File: config.mk
export PLATFORM = sky130hd
export DESIGN_NAME = load_cell_stability_monitor
export DESIGN_NICKNAME = d
export VERILOG_FILES = /design/src/hdl/lcsm_pkg.sv /design/src/hdl/lcsm_ram.sv /design/src/hdl/lcsm_div.sv /design/src/hdl/lcsm_mul.sv /design/src/hdl/load_cell_stability_monitor.sv
export SDC_FILE = /design/constraint.sdc
export NUM_CORES = 2
export LEC_CHECK = 0
export ABC_AREA = 0
export BUFFER_PORTS_ARGS = -buffer_cell sky130_fd_sc_hd__clkbuf_2
export CELL_PAD_IN_SITES_DETAIL_PLACEMENT = 1
export CELL_PAD_IN_SITES_GLOBAL_PLACEMENT = 1
export CORE_UTILIZATION = 56
export DETAILED_ROUTE_END_ITERATION = 8
export MAX_ROUTING_LAYER = met4
export PLACE_DENSITY_LB_ADDON = 0.08
export SKIP_CTS_REPAIR_TIMING = 1
export SYNTH_ARGS = -nofsm -noshare
export SYNTH_HDL_FRONTEND = slang
export SYNTH_SLANG_ARGS = --single-unit
File: constraint.sdc
create_clock -name clk -period 27.7 [get_ports clk]
set_clock_uncertainty 0.05 [all_clocks]
set_input_delay 2.77 -clock clk [delete_from_list [all_inputs] [get_ports clk]]
set_output_delay 2.77 -clock clk [all_outputs]
set_load 0.02 [all_outputs]
File: src/hdl/lcsm_pkg.sv
// lcsm_pkg: shared constants, codes and helpers of the load cell stability monitor
// no dependencies
`default_nettype none
package lcsm_pkg;

	localparam int HISTORY_DEPTH = 32;
	localparam int SAMPLE_BITS   = 24;
	localparam int SPREAD_W      = 56;
	localparam int GAIN_FRAC     = 24;
	localparam int REF_W         = 32;
	localparam int SAT_W         = 128;

	localparam logic [SPREAD_W-1:0] SPREAD_MAX = '1;

	localparam logic [30:0] CAPACITY_RST  = 31'h7FFF_FFFF;
	localparam logic [15:0] LIMIT_RST     = 16'd100;
	localparam logic [23:0] ZERO_BAND_RST = 24'd100;

	localparam logic [5:0] FLAG_KEEP_ZERO     = 6'h0B;
	localparam logic [5:0] FLAG_KEEP_STABLE   = 6'h07;
	localparam logic [5:0] FLAG_KEEP_UNSTABLE = 6'h13;
	localparam logic [5:0] FLAG_KEEP_OVERLOAD = 6'h23;
	localparam logic [5:0] FLAG_SET_ZERO      = 6'h0A;
	localparam logic [5:0] FLAG_SET_STABLE    = 6'h04;
	localparam logic [5:0] FLAG_SET_UNSTABLE  = 6'h10;
	localparam logic [5:0] FLAG_SET_OVERLOAD  = 6'h20;

	typedef enum logic [1:0] {
		FUNC_SAMPLE = 2'd0,
		FUNC_ZERO   = 2'd1,
		FUNC_REF    = 2'd2,
		FUNC_POLL   = 2'd3
	} func_t;

	typedef enum logic [1:0] {
		REG_OFFSET    = 2'd0,
		REG_CAPACITY  = 2'd1,
		REG_LIMIT     = 2'd2,
		REG_ZERO_BAND = 2'd3
	} reg_idx_t;

	function automatic logic [31:0] sat32(input logic neg, input logic [SAT_W-1:0] mag);
		logic [31:0] r;
		if (neg) begin
			if (mag > SAT_W'(32'h8000_0000))
				r = 32'h8000_0000;
			else
				r = 32'(~mag[31:0] + 32'd1);
		end else begin
			if (mag > SAT_W'(32'h7FFF_FFFF))
				r = 32'h7FFF_FFFF;
			else
				r = mag[31:0];
		end
		return r;
	endfunction

endpackage
`default_nettype wire

File: src/hdl/lcsm_ram.sv
// lcsm_ram: generic single write port, single read port ram with registered read
// no dependencies
`default_nettype none
module lcsm_ram #(
	parameter int WIDTH = 8,
	parameter int DEPTH = 32
) (
	input  wire logic                     clk,
	input  wire logic                     we,
	input  wire logic [$clog2(DEPTH)-1:0] waddr,
	input  wire logic [WIDTH-1:0]         wdata,
	input  wire logic [$clog2(DEPTH)-1:0] raddr,
	output logic      [WIDTH-1:0]         rdata
);
	logic [WIDTH-1:0] mem [DEPTH];

	always_ff @(posedge clk) begin
		if (we)
			mem[waddr] <= wdata;
		rdata <= mem[raddr];
	end
endmodule
`default_nettype wire

File: src/hdl/lcsm_div.sv
// lcsm_div: restoring unsigned divider, one quotient bit per cycle
// no dependencies
`default_nettype none
module lcsm_div #(
	parameter int NW = 56,
	parameter int VW = 26
) (
	input  wire logic          clk,
	input  wire logic          arst_n,
	input  wire logic          start,
	input  wire logic [NW-1:0] dividend,
	input  wire logic [VW-1:0] divisor,
	output logic               done,
	output logic      [NW-1:0] quotient
);
	localparam int CW = $clog2(NW + 1);

	logic [VW:0]   rem_q;
	logic [VW-1:0] div_q;
	logic [CW-1:0] cnt_q;
	logic          busy_q;
	logic [VW:0]   rem_sh;
	logic          ge;

	assign rem_sh = {rem_q[VW-1:0], quotient[NW-1]};
	assign ge     = rem_sh >= {1'b0, div_q};

	always_ff @(posedge clk or negedge arst_n) begin
		if (!arst_n) begin
			busy_q <= 1'b0;
			done   <= 1'b0;
			cnt_q  <= '0;
		end else begin
			done <= 1'b0;
			if (start) begin
				busy_q <= 1'b1;
				cnt_q  <= CW'(NW);
			end else if (busy_q) begin
				cnt_q <= cnt_q - CW'(1);
				if (cnt_q == CW'(1)) begin
					busy_q <= 1'b0;
					done   <= 1'b1;
				end
			end
		end
	end

	always_ff @(posedge clk) begin
		if (start) begin
			rem_q    <= '0;
			div_q    <= divisor;
			quotient <= dividend;
		end else if (busy_q) begin
			rem_q    <= ge ? rem_sh - {1'b0, div_q} : rem_sh;
			quotient <= {quotient[NW-2:0], ge};
		end
	end

	property p_done_after_busy;
		@(posedge clk) disable iff (!arst_n) done |-> $past(busy_q);
	endproperty
	a_done_after_busy: assert property (p_done_after_busy) else $error("done without busy");
endmodule
`default_nettype wire

File: src/hdl/lcsm_mul.sv
// lcsm_mul: unsigned multiplier with registered product
// no dependencies
`default_nettype none
module lcsm_mul #(
	parameter int MW = 32
) (
	input  wire logic            clk,
	input  wire logic [MW-1:0]   a,
	input  wire logic [MW-1:0]   b,
	output logic      [2*MW-1:0] p
);
	always_ff @(posedge clk) begin
		p <= (2*MW)'(a) * (2*MW)'(b);
	end
endmodule
`default_nettype wire

File: src/hdl/load_cell_stability_monitor.sv
// load_cell_stability_monitor: top level, sequencer around shared divider and multiplier
// depends on lcsm_pkg, lcsm_ram, lcsm_div, lcsm_mul
//
// channel | dir | handshake        | payload
// s_      | in  | s_tvalid/tready  | tuser func, tdata sample + reference_weight
// m_      | out | m_tvalid/tready  | tdata average, weight, status, events, spread
// apb     | in  | psel/penable     | four registers at 4*i
//
// sample: accept, update (sum, weight mul, saturate), spread walk, compare, result
// a depth that is not a power of two adds a divider pass for the mean
// set reference: uses the shared divider if flag bit 0 is set and dz is nonzero
// the spread walk reads one history entry a cycle through the shared multiplier
// reset clears history through per-entry valid bits, no clearing pass
// s_tready is low from acceptance until the result is taken, a stalled m_tready extends it
`default_nettype none
module load_cell_stability_monitor #(
	parameter int HISTORY_DEPTH = lcsm_pkg::HISTORY_DEPTH,
	parameter int SAMPLE_BITS   = lcsm_pkg::SAMPLE_BITS
) (
	input  wire logic clk,
	input  wire logic arst_n,
	input  wire logic s_tvalid,
	output logic      s_tready,
	// sample, reference_weight
	input  wire logic [((SAMPLE_BITS+32+7)/8)*8-1:0] s_tdata,
	// func
	input  wire logic [1:0] s_tuser,
	output logic      m_tvalid,
	input  wire logic m_tready,
	// average, weight, status_flags, events, spread_sum
	output logic [((SAMPLE_BITS+1+32+6+4+56+7)/8)*8-1:0] m_tdata,
	input  wire logic        psel,
	input  wire logic        penable,
	input  wire logic        pwrite,
	input  wire logic [3:0]  paddr,
	input  wire logic [31:0] pwdata,
	output logic      [31:0] prdata,
	output logic             pready
);
	localparam int S    = SAMPLE_BITS;
	localparam int D    = HISTORY_DEPTH;
	localparam int AW   = $clog2(D);
	localparam int HW   = S + 1;
	localparam int DW   = S + 2;
	localparam int RW   = S + 2 + AW;
	localparam int MW   = (DW > 32) ? DW : 32;
	localparam int PW   = 2 * MW;
	localparam int NW   = (RW > 56) ? RW : 56;
	localparam int VW   = DW;
	localparam int CW   = $clog2(D + 1);
	localparam int SPW  = lcsm_pkg::SPREAD_W;
	localparam int ACW  = ((PW + 1) > (SPW + 1)) ? (PW + 1) : (SPW + 1);
	localparam int LW   = 16 + AW;
	localparam int ZW   = (S > 24) ? S + 1 : 25;
	localparam int ODW  = ((S + 1 + 32 + 6 + 4 + 56 + 7) / 8) * 8;
	localparam int OPAD = ODW - (S + 1 + 32 + 6 + 4 + 56);
	localparam bit D_POW2 = ((D & (D - 1)) == 0);

	typedef enum logic [3:0] {
		ST_IDLE, ST_SUM, ST_MDIV, ST_WMUL, ST_WSAT, ST_SPR, ST_CMP, ST_CDIV, ST_OUT
	} state_t;

	state_t state_q;

	logic signed [S-1:0] offset_q;
	logic [30:0]         capacity_q;
	logic [15:0]         limit_q;
	logic [23:0]         zero_band_q;

	logic signed [HW-1:0] v_q, mean_q, zero_q;
	logic signed [RW-1:0] sum_q;
	logic signed [31:0]   gain_q, weight_q;
	logic [5:0]           flags_q;
	logic [3:0]           events_q;
	logic [SPW-1:0]       spread_q;
	logic [SPW-1:0]       acc_q;
	logic [AW-1:0]        wi_q;
	logic [D-1:0]         hval_q;
	logic                 hval_s1;
	logic                 neg_q;
	logic [CW-1:0]        rd_cnt_q;
	logic                 v_s1, v_s2, v_s3;
	logic [DW-1:0]        mag_s2;

	logic                 accept;
	lcsm_pkg::func_t      func;
	logic signed [S-1:0]  sample;
	logic signed [31:0]   ref_w;
	logic signed [HW-1:0] old_h;
	logic signed [RW-1:0] sum_nxt;
	logic [RW-1:0]        sum_mag;
	logic [RW-1:0]        mean_mag;
	logic signed [DW-1:0] dz;
	logic [DW-1:0]        dz_mag;
	logic [31:0]          gain_mag;
	logic signed [DW-1:0] hdiff;
	logic [DW-1:0]        hdiff_mag;
	logic [ACW-1:0]       acc_sum;
	logic [LW-1:0]        lim_scaled;

	logic                 ram_we;
	logic [AW-1:0]        ram_raddr;
	logic [HW-1:0]        ram_rdata;

	logic                 div_start, div_done;
	logic [NW-1:0]        div_n, div_q;
	logic [VW-1:0]        div_v;

	logic [MW-1:0]        mul_a;
	logic [PW-1:0]        mul_p;

	logic [5:0]           pf;
	logic [3:0]           pev;
	logic signed [31:0]   pw;
	logic [ZW-1:0]        zdist;

	assign accept   = s_tvalid && s_tready;
	assign s_tready = (state_q == ST_IDLE);
	assign m_tvalid = (state_q == ST_OUT);
	assign func     = lcsm_pkg::func_t'(s_tuser);
	assign sample   = s_tdata[S-1:0];
	assign ref_w    = s_tdata[S+31:S];
	assign pready   = 1'b1;

	assign m_tdata = {{OPAD{1'b0}}, spread_q, events_q, flags_q, weight_q, mean_q};

	// configuration
	always_ff @(posedge clk or negedge arst_n) begin
		if (!arst_n) begin
			offset_q    <= '0;
			capacity_q  <= lcsm_pkg::CAPACITY_RST;
			limit_q     <= lcsm_pkg::LIMIT_RST;
			zero_band_q <= lcsm_pkg::ZERO_BAND_RST;
		end else if (psel && penable && pwrite) begin
			unique case (lcsm_pkg::reg_idx_t'(paddr[3:2]))
				lcsm_pkg::REG_OFFSET:    offset_q    <= pwdata[S-1:0];
				lcsm_pkg::REG_CAPACITY:  capacity_q  <= pwdata[30:0];
				lcsm_pkg::REG_LIMIT:     limit_q     <= pwdata[15:0];
				lcsm_pkg::REG_ZERO_BAND: zero_band_q <= pwdata[23:0];
				default: ;
			endcase
		end
	end

	always_comb begin
		unique case (lcsm_pkg::reg_idx_t'(paddr[3:2]))
			lcsm_pkg::REG_OFFSET:    prdata = 32'(offset_q);
			lcsm_pkg::REG_CAPACITY:  prdata = {1'b0, capacity_q};
			lcsm_pkg::REG_LIMIT:     prdata = {16'd0, limit_q};
			lcsm_pkg::REG_ZERO_BAND: prdata = {8'd0, zero_band_q};
			default:                 prdata = '0;
		endcase
	end

	// datapath helpers
	assign old_h     = hval_s1 ? ram_rdata : '0;
	assign sum_nxt   = sum_q + RW'(v_q) - RW'(old_h);
	assign sum_mag   = sum_nxt[RW-1] ? RW'(-sum_nxt) : RW'(sum_nxt);
	assign mean_mag  = sum_mag >> AW;
	assign dz        = DW'(mean_q) - DW'(zero_q);
	assign dz_mag    = dz[DW-1] ? DW'(-dz) : DW'(dz);
	assign gain_mag  = gain_q[31] ? 32'(-gain_q) : 32'(gain_q);
	assign hdiff     = DW'(old_h) - DW'(mean_q);
	assign hdiff_mag = hdiff[DW-1] ? DW'(-hdiff) : DW'(hdiff);
	assign acc_sum   = ACW'(acc_q) + ACW'(mul_p);
	assign lim_scaled = LW'(limit_q) * LW'(D - 1);

	assign ram_we    = (state_q == ST_SUM);
	assign ram_raddr = (state_q == ST_SPR) ? rd_cnt_q[AW-1:0] : wi_q;
	assign mul_a     = (state_q == ST_WMUL) ? MW'(dz_mag) : MW'(mag_s2);

	always_comb begin
		div_start = 1'b0;
		div_n     = NW'(sum_mag);
		div_v     = VW'(D);
		if (state_q == ST_SUM && !D_POW2) begin
			div_start = 1'b1;
		end else if (accept && func == lcsm_pkg::FUNC_REF && flags_q[0] && dz != '0) begin
			div_start = 1'b1;
			div_n     = NW'({(ref_w[31] ? 32'(-ref_w) : 32'(ref_w)),
				{lcsm_pkg::GAIN_FRAC{1'b0}}});
			div_v     = dz_mag;
		end
	end

	// poll event logic
	always_comb begin
		pf    = flags_q;
		pev   = '0;
		pw    = weight_q;
		zdist = ZW'(dz[S-1:0]);
		if (pf[0]) begin
			if (zdist <= ZW'(zero_band_q) && !pf[3]) begin
				pw     = '0;
				pf     = (pf | lcsm_pkg::FLAG_SET_ZERO) & lcsm_pkg::FLAG_KEEP_ZERO;
				pev[0] = 1'b1;
			end else if (!pf[2]) begin
				pf     = (pf | lcsm_pkg::FLAG_SET_STABLE) & lcsm_pkg::FLAG_KEEP_STABLE;
				pev[1] = 1'b1;
			end
		end else if (!pf[4]) begin
			pf     = (pf | lcsm_pkg::FLAG_SET_UNSTABLE) & lcsm_pkg::FLAG_KEEP_UNSTABLE;
			pev[2] = 1'b1;
		end
		if (pw >= $signed({1'b0, capacity_q}) && !pf[5]) begin
			pf     = (pf | lcsm_pkg::FLAG_SET_OVERLOAD) & lcsm_pkg::FLAG_KEEP_OVERLOAD;
			pev[3] = 1'b1;
		end
	end

	// sequencer
	always_ff @(posedge clk or negedge arst_n) begin
		if (!arst_n) begin
			state_q  <= ST_IDLE;
			wi_q     <= '0;
			hval_q   <= '0;
			hval_s1  <= 1'b0;
			sum_q    <= '0;
			mean_q   <= '0;
			zero_q   <= '0;
			gain_q   <= '0;
			weight_q <= '0;
			flags_q  <= '0;
			events_q <= '0;
			spread_q <= '0;
			rd_cnt_q <= '0;
			v_s1     <= 1'b0;
			v_s2     <= 1'b0;
			v_s3     <= 1'b0;
		end else begin
			hval_s1 <= hval_q[ram_raddr];
			v_s1    <= (state_q == ST_SPR) && (rd_cnt_q < CW'(D));
			v_s2    <= v_s1;
			v_s3    <= v_s2;
			unique case (state_q)
				ST_IDLE: begin
					if (accept) begin
						events_q <= '0;
						unique case (func)
							lcsm_pkg::FUNC_SAMPLE: state_q <= ST_SUM;
							lcsm_pkg::FUNC_ZERO: begin
								if (flags_q[0])
									zero_q <= mean_q;
								state_q <= ST_OUT;
							end
							lcsm_pkg::FUNC_REF: begin
								state_q <= div_start ? ST_CDIV : ST_OUT;
								neg_q   <= ref_w[31] ^ dz[DW-1];
							end
							lcsm_pkg::FUNC_POLL: begin
								flags_q  <= pf;
								events_q <= pev;
								weight_q <= pw;
								state_q  <= ST_OUT;
							end
							default: state_q <= ST_OUT;
						endcase
					end
				end
				ST_SUM: begin
					sum_q        <= sum_nxt;
					neg_q        <= sum_nxt[RW-1];
					hval_q[wi_q] <= 1'b1;
					wi_q         <= (wi_q == AW'(D - 1)) ? '0 : wi_q + AW'(1);
					if (D_POW2) begin
						mean_q  <= sum_nxt[RW-1] ? HW'(-mean_mag) : HW'(mean_mag);
						state_q <= ST_WMUL;
					end else begin
						state_q <= ST_MDIV;
					end
				end
				ST_MDIV: begin
					if (div_done) begin
						mean_q  <= neg_q ? HW'(-div_q) : HW'(div_q);
						state_q <= ST_WMUL;
					end
				end
				ST_WMUL: begin
					neg_q   <= dz[DW-1] ^ gain_q[31];
					state_q <= ST_WSAT;
				end
				ST_WSAT: begin
					weight_q <= lcsm_pkg::sat32(neg_q,
						lcsm_pkg::SAT_W'(mul_p[PW-1:lcsm_pkg::GAIN_FRAC]));
					acc_q    <= '0;
					rd_cnt_q <= '0;
					state_q  <= ST_SPR;
				end
				ST_SPR: begin
					if (rd_cnt_q < CW'(D))
						rd_cnt_q <= rd_cnt_q + CW'(1);
					if (v_s3)
						acc_q <= (acc_sum > ACW'(lcsm_pkg::SPREAD_MAX)) ?
							lcsm_pkg::SPREAD_MAX : acc_sum[SPW-1:0];
					if (rd_cnt_q == CW'(D) && !v_s1 && !v_s2 && !v_s3)
						state_q <= ST_CMP;
				end
				ST_CMP: begin
					spread_q   <= acc_q;
					flags_q[0] <= !(acc_q >= SPW'(lim_scaled));
					state_q    <= ST_OUT;
				end
				ST_CDIV: begin
					if (div_done) begin
						gain_q  <= lcsm_pkg::sat32(neg_q, lcsm_pkg::SAT_W'(div_q));
						state_q <= ST_OUT;
					end
				end
				ST_OUT: begin
					if (m_tready)
						state_q <= ST_IDLE;
				end
				default: state_q <= ST_IDLE;
			endcase
		end
	end

	always_ff @(posedge clk) begin
		mag_s2 <= hdiff_mag;
	end

	lcsm_ram #(.WIDTH(HW), .DEPTH(D)) u_hist (
		.clk   (clk),
		.we    (ram_we),
		.waddr (wi_q),
		.wdata (v_q),
		.raddr (ram_raddr),
		.rdata (ram_rdata)
	);

	lcsm_div #(.NW(NW), .VW(VW)) u_div (
		.clk      (clk),
		.arst_n   (arst_n),
		.start    (div_start),
		.dividend (div_n),
		.divisor  (div_v),
		.done     (div_done),
		.quotient (div_q)
	);

	lcsm_mul #(.MW(MW)) u_mul (
		.clk (clk),
		.a   (mul_a),
		.b   ((state_q == ST_WMUL) ? MW'(gain_mag) : MW'(mag_s2)),
		.p   (mul_p)
	);

	// offset-corrected sample captured at acceptance
	always_ff @(posedge clk) begin
		if (accept)
			v_q <= HW'(sample) - HW'(offset_q);
	end

	property p_excl;
		@(posedge clk) disable iff (!arst_n) !(s_tready && m_tvalid);
	endproperty
	a_excl: assert property (p_excl) else $error("ready while result pending");

	property p_zero_sticky;
		@(posedge clk) disable iff (!arst_n) flags_q[1] |=> flags_q[1];
	endproperty
	a_zero_sticky: assert property (p_zero_sticky) else $error("zero flag cleared");

	property p_wi_range;
		@(posedge clk) disable iff (!arst_n) wi_q <= AW'(D - 1);
	endproperty
	a_wi_range: assert property (p_wi_range) else $error("write index out of range");

	property p_div_state;
		@(posedge clk) disable iff (!arst_n)
			div_done |-> (state_q == ST_MDIV || state_q == ST_CDIV);
	endproperty
	a_div_state: assert property (p_div_state) else $error("divider done outside wait");
endmodule
`default_nettype wire
==> flow_summary.ini <==
[route]
dr.pass1.iters = 8
vias_per_cell = 6.36
ant_nets = 0
drt-total-wl_um = 360000
detail_route.wl_per_cell_um = 29.7
num_vias = 77000
drc = 2
first_iter_violations = 7245

[place]
dp_hpwl_um = 254000
gp_congestion = 0.979
dp_slack_ps = 14470
port_buffers = 254

[worst_setup_path]
crit_slowest_cell = a21o_1
critPathArrivalTime_ps = 14240
worstPathMaxFanout = 14
cp-end-kind = flip-flop
critPathKind = reg2reg
max_stage_delay_ps = 710
required_ps = 28370
critPathLaunchType = flip-flop
cpMostUsedCell = fa_1
reg2reg_slack_ps = 14130

[cells_and_area]
nets = 11000
drive_gt1_share_pct = 12.5
area_delta_synth_final_pct = 9.57
final_common_cell = nand2_1
layout_common_cells = nand2_1, inv_1, edfxtp_1

[global_routing]
grt_pass1_wl_um = 528000
grt_max_degree = 115
grt_antenna_before_repair = 7
grt_util_all_layers_pct = 40.8
grt_pass1_vias = 81800
grt_overflow = 0

[timing]
setup_violations = 0
rsz0062_at_grt = false
final_hold_viol_count = 0
timing.final.ws_setup_ps = 14130
min_period_over_period_pct = 49.0
worst_slew_pin_slew_ps = 1400
fin_setup_tns_ps = 0
timing.fmax_ghz = 0.0737
maxSlewViolCount = 0
fin_crit_ps = 13570
maxSlewHeadroom_pct = 6.39

[clock_tree]
cts_tree = built
cts_max_path_buffers = 3
clock_sinks = 1464
clock_latency_ps = 860
cts_root_buf = clkbuf_16
cts_buffers = 158
cts_max_level = 4
clkTransAtPathRegs_ps = 60

[die]
die-area_um2 = 183000
coreArea_um2 = 179000
die_w_um = 428
row_count = 155
start_util_pct = 56.6
pin_count = 264
die_y_um = 428

[synthesis]
synth_top_area_share_pct = 28.5
syn-instance-count = 9438
synth_flop_cell = edfxtp_1
ys_seq_elements = 1464
yosysSeqAreaShare_pct = 40.3
ys_async_sr_fraction_pct = 24.9
syn_avg_cell_area_um2 = 10.7
synth_edf_count = 964
synthTopCellsByArea = edfxtp_1, fa_1, dfrtp_1, ha_1, mux4_2
synth_top_cell_by_area = edfxtp_1
yosysUniqueCellTypes = 112
synth_area_um2 = 101000
synth_warnings = 0

[worst_hold_path]
hp-class = reg2reg

[run_status]
violations = DRC
outcome = finished with violations

[job]
cap_violations = 0
==> kinds of logic (layout without fill, tap and decap cells) <==
group,count (synthesis),after routing,share of synthesized area (%)
simple gates,2778,2778,12.4
other cells,2,13,0.00740
flops,1464,1464,40.3
mux,349,349,6.33
xor+xnor,388,388,3.35
fa+ha+maj,1297,1297,21.9
compound gates,1584,1584,9.85
buf+inv,1576,1891,5.93
==> Yosys cell counts, types with 199 or more instances <==
cell type and n:
nand2_1 1237, inv_1 1144, edfxtp_1 964, fa_1 794, nor2_1 638, ha_1 503
o21ai_0 440, a21oi_1 415, clkbuf_1 341, dfrtp_1 328, a21o_1 232, mux4_2 224
nand3_1 217, xnor2_1 199
==> metal layers <==
layer | up-vias | track usage [%] | routed length, µm
li1 | 32500 | - | -
met1 | 39500 | 48.3 | 131000
met2 | 3790 | 63.9 | 171000
met3 | 1184 | 7.46 | 29200
met4 | 0 | 27.1 | 28500
met5 | - | - | 0
==> through the flow <==
step,cells,util (%),hold slack (ps),cell area (µm²)
2_1_floorplan,9442,-,305,101000
3_3_place_gp,11800,59.0,312,106000
3_5_place_dp,11800,59.0,316,106000
4_1_cts,12100,62.0,333,111000
5_1_grt,12100,62.0,347,111000
6_report,12100,62.0,331,111000
==> registers in the layout (all words and copies together) (netlist names), 31 cells and up <==
register and count:
u_hist.mem 800, sum_q 31, u_div.quotient 56, capacity_q 31
u_mul.p 58, hval_q 32, spread_q 56, gain_q 32
acc_q 56, weight_q 32
==> worst max-delay path, delay by kind of cell, from the launching register on <==
kind | cells | cell delay (ps)
XOR/XNOR | 3 | 980
adder cells (fa/ha/maj) | 10 | 4720
buffers and inverters | 5 | 350
flip-flops | 1 | 370
AO/OA/AOI/OAI | 18 | 5100
AND/OR/NAND/NOR | 7 | 1890
==> area by class of cell <==
type	instances	area, µm²
clock buffer	204	4230
timing repair buffer	451	2790
sequential	1464	40800
multi-input combinational	6402	54900
fill	18800	68100
tap	2355	2950
antenna	7	17.5
inverter	1146	4300
clock inverter	90	1110
==> worst paths after layout <==
| check | depth (start not counted) | start | endpoint |
|---|---|---|---|
| worst max-delay path | 43 | mean_q[0] | u_mul.p[51] |
| worst min-delay path | 0 | v_s1 | v_s2 |
| worst max register to register | 43 | mean_q[0] | u_mul.p[51] |
| worst min register to register | 0 | v_s1 | v_s2 |
| max in group asynchronous | 5 | arst_n | u_div.cnt_q[2] |
| min in group asynchronous | 1 | arst_n | spread_q[38] |
Power is not shown: default switching activity piles up to over one toggle a cycle in this logic, so the estimate is an artifact.
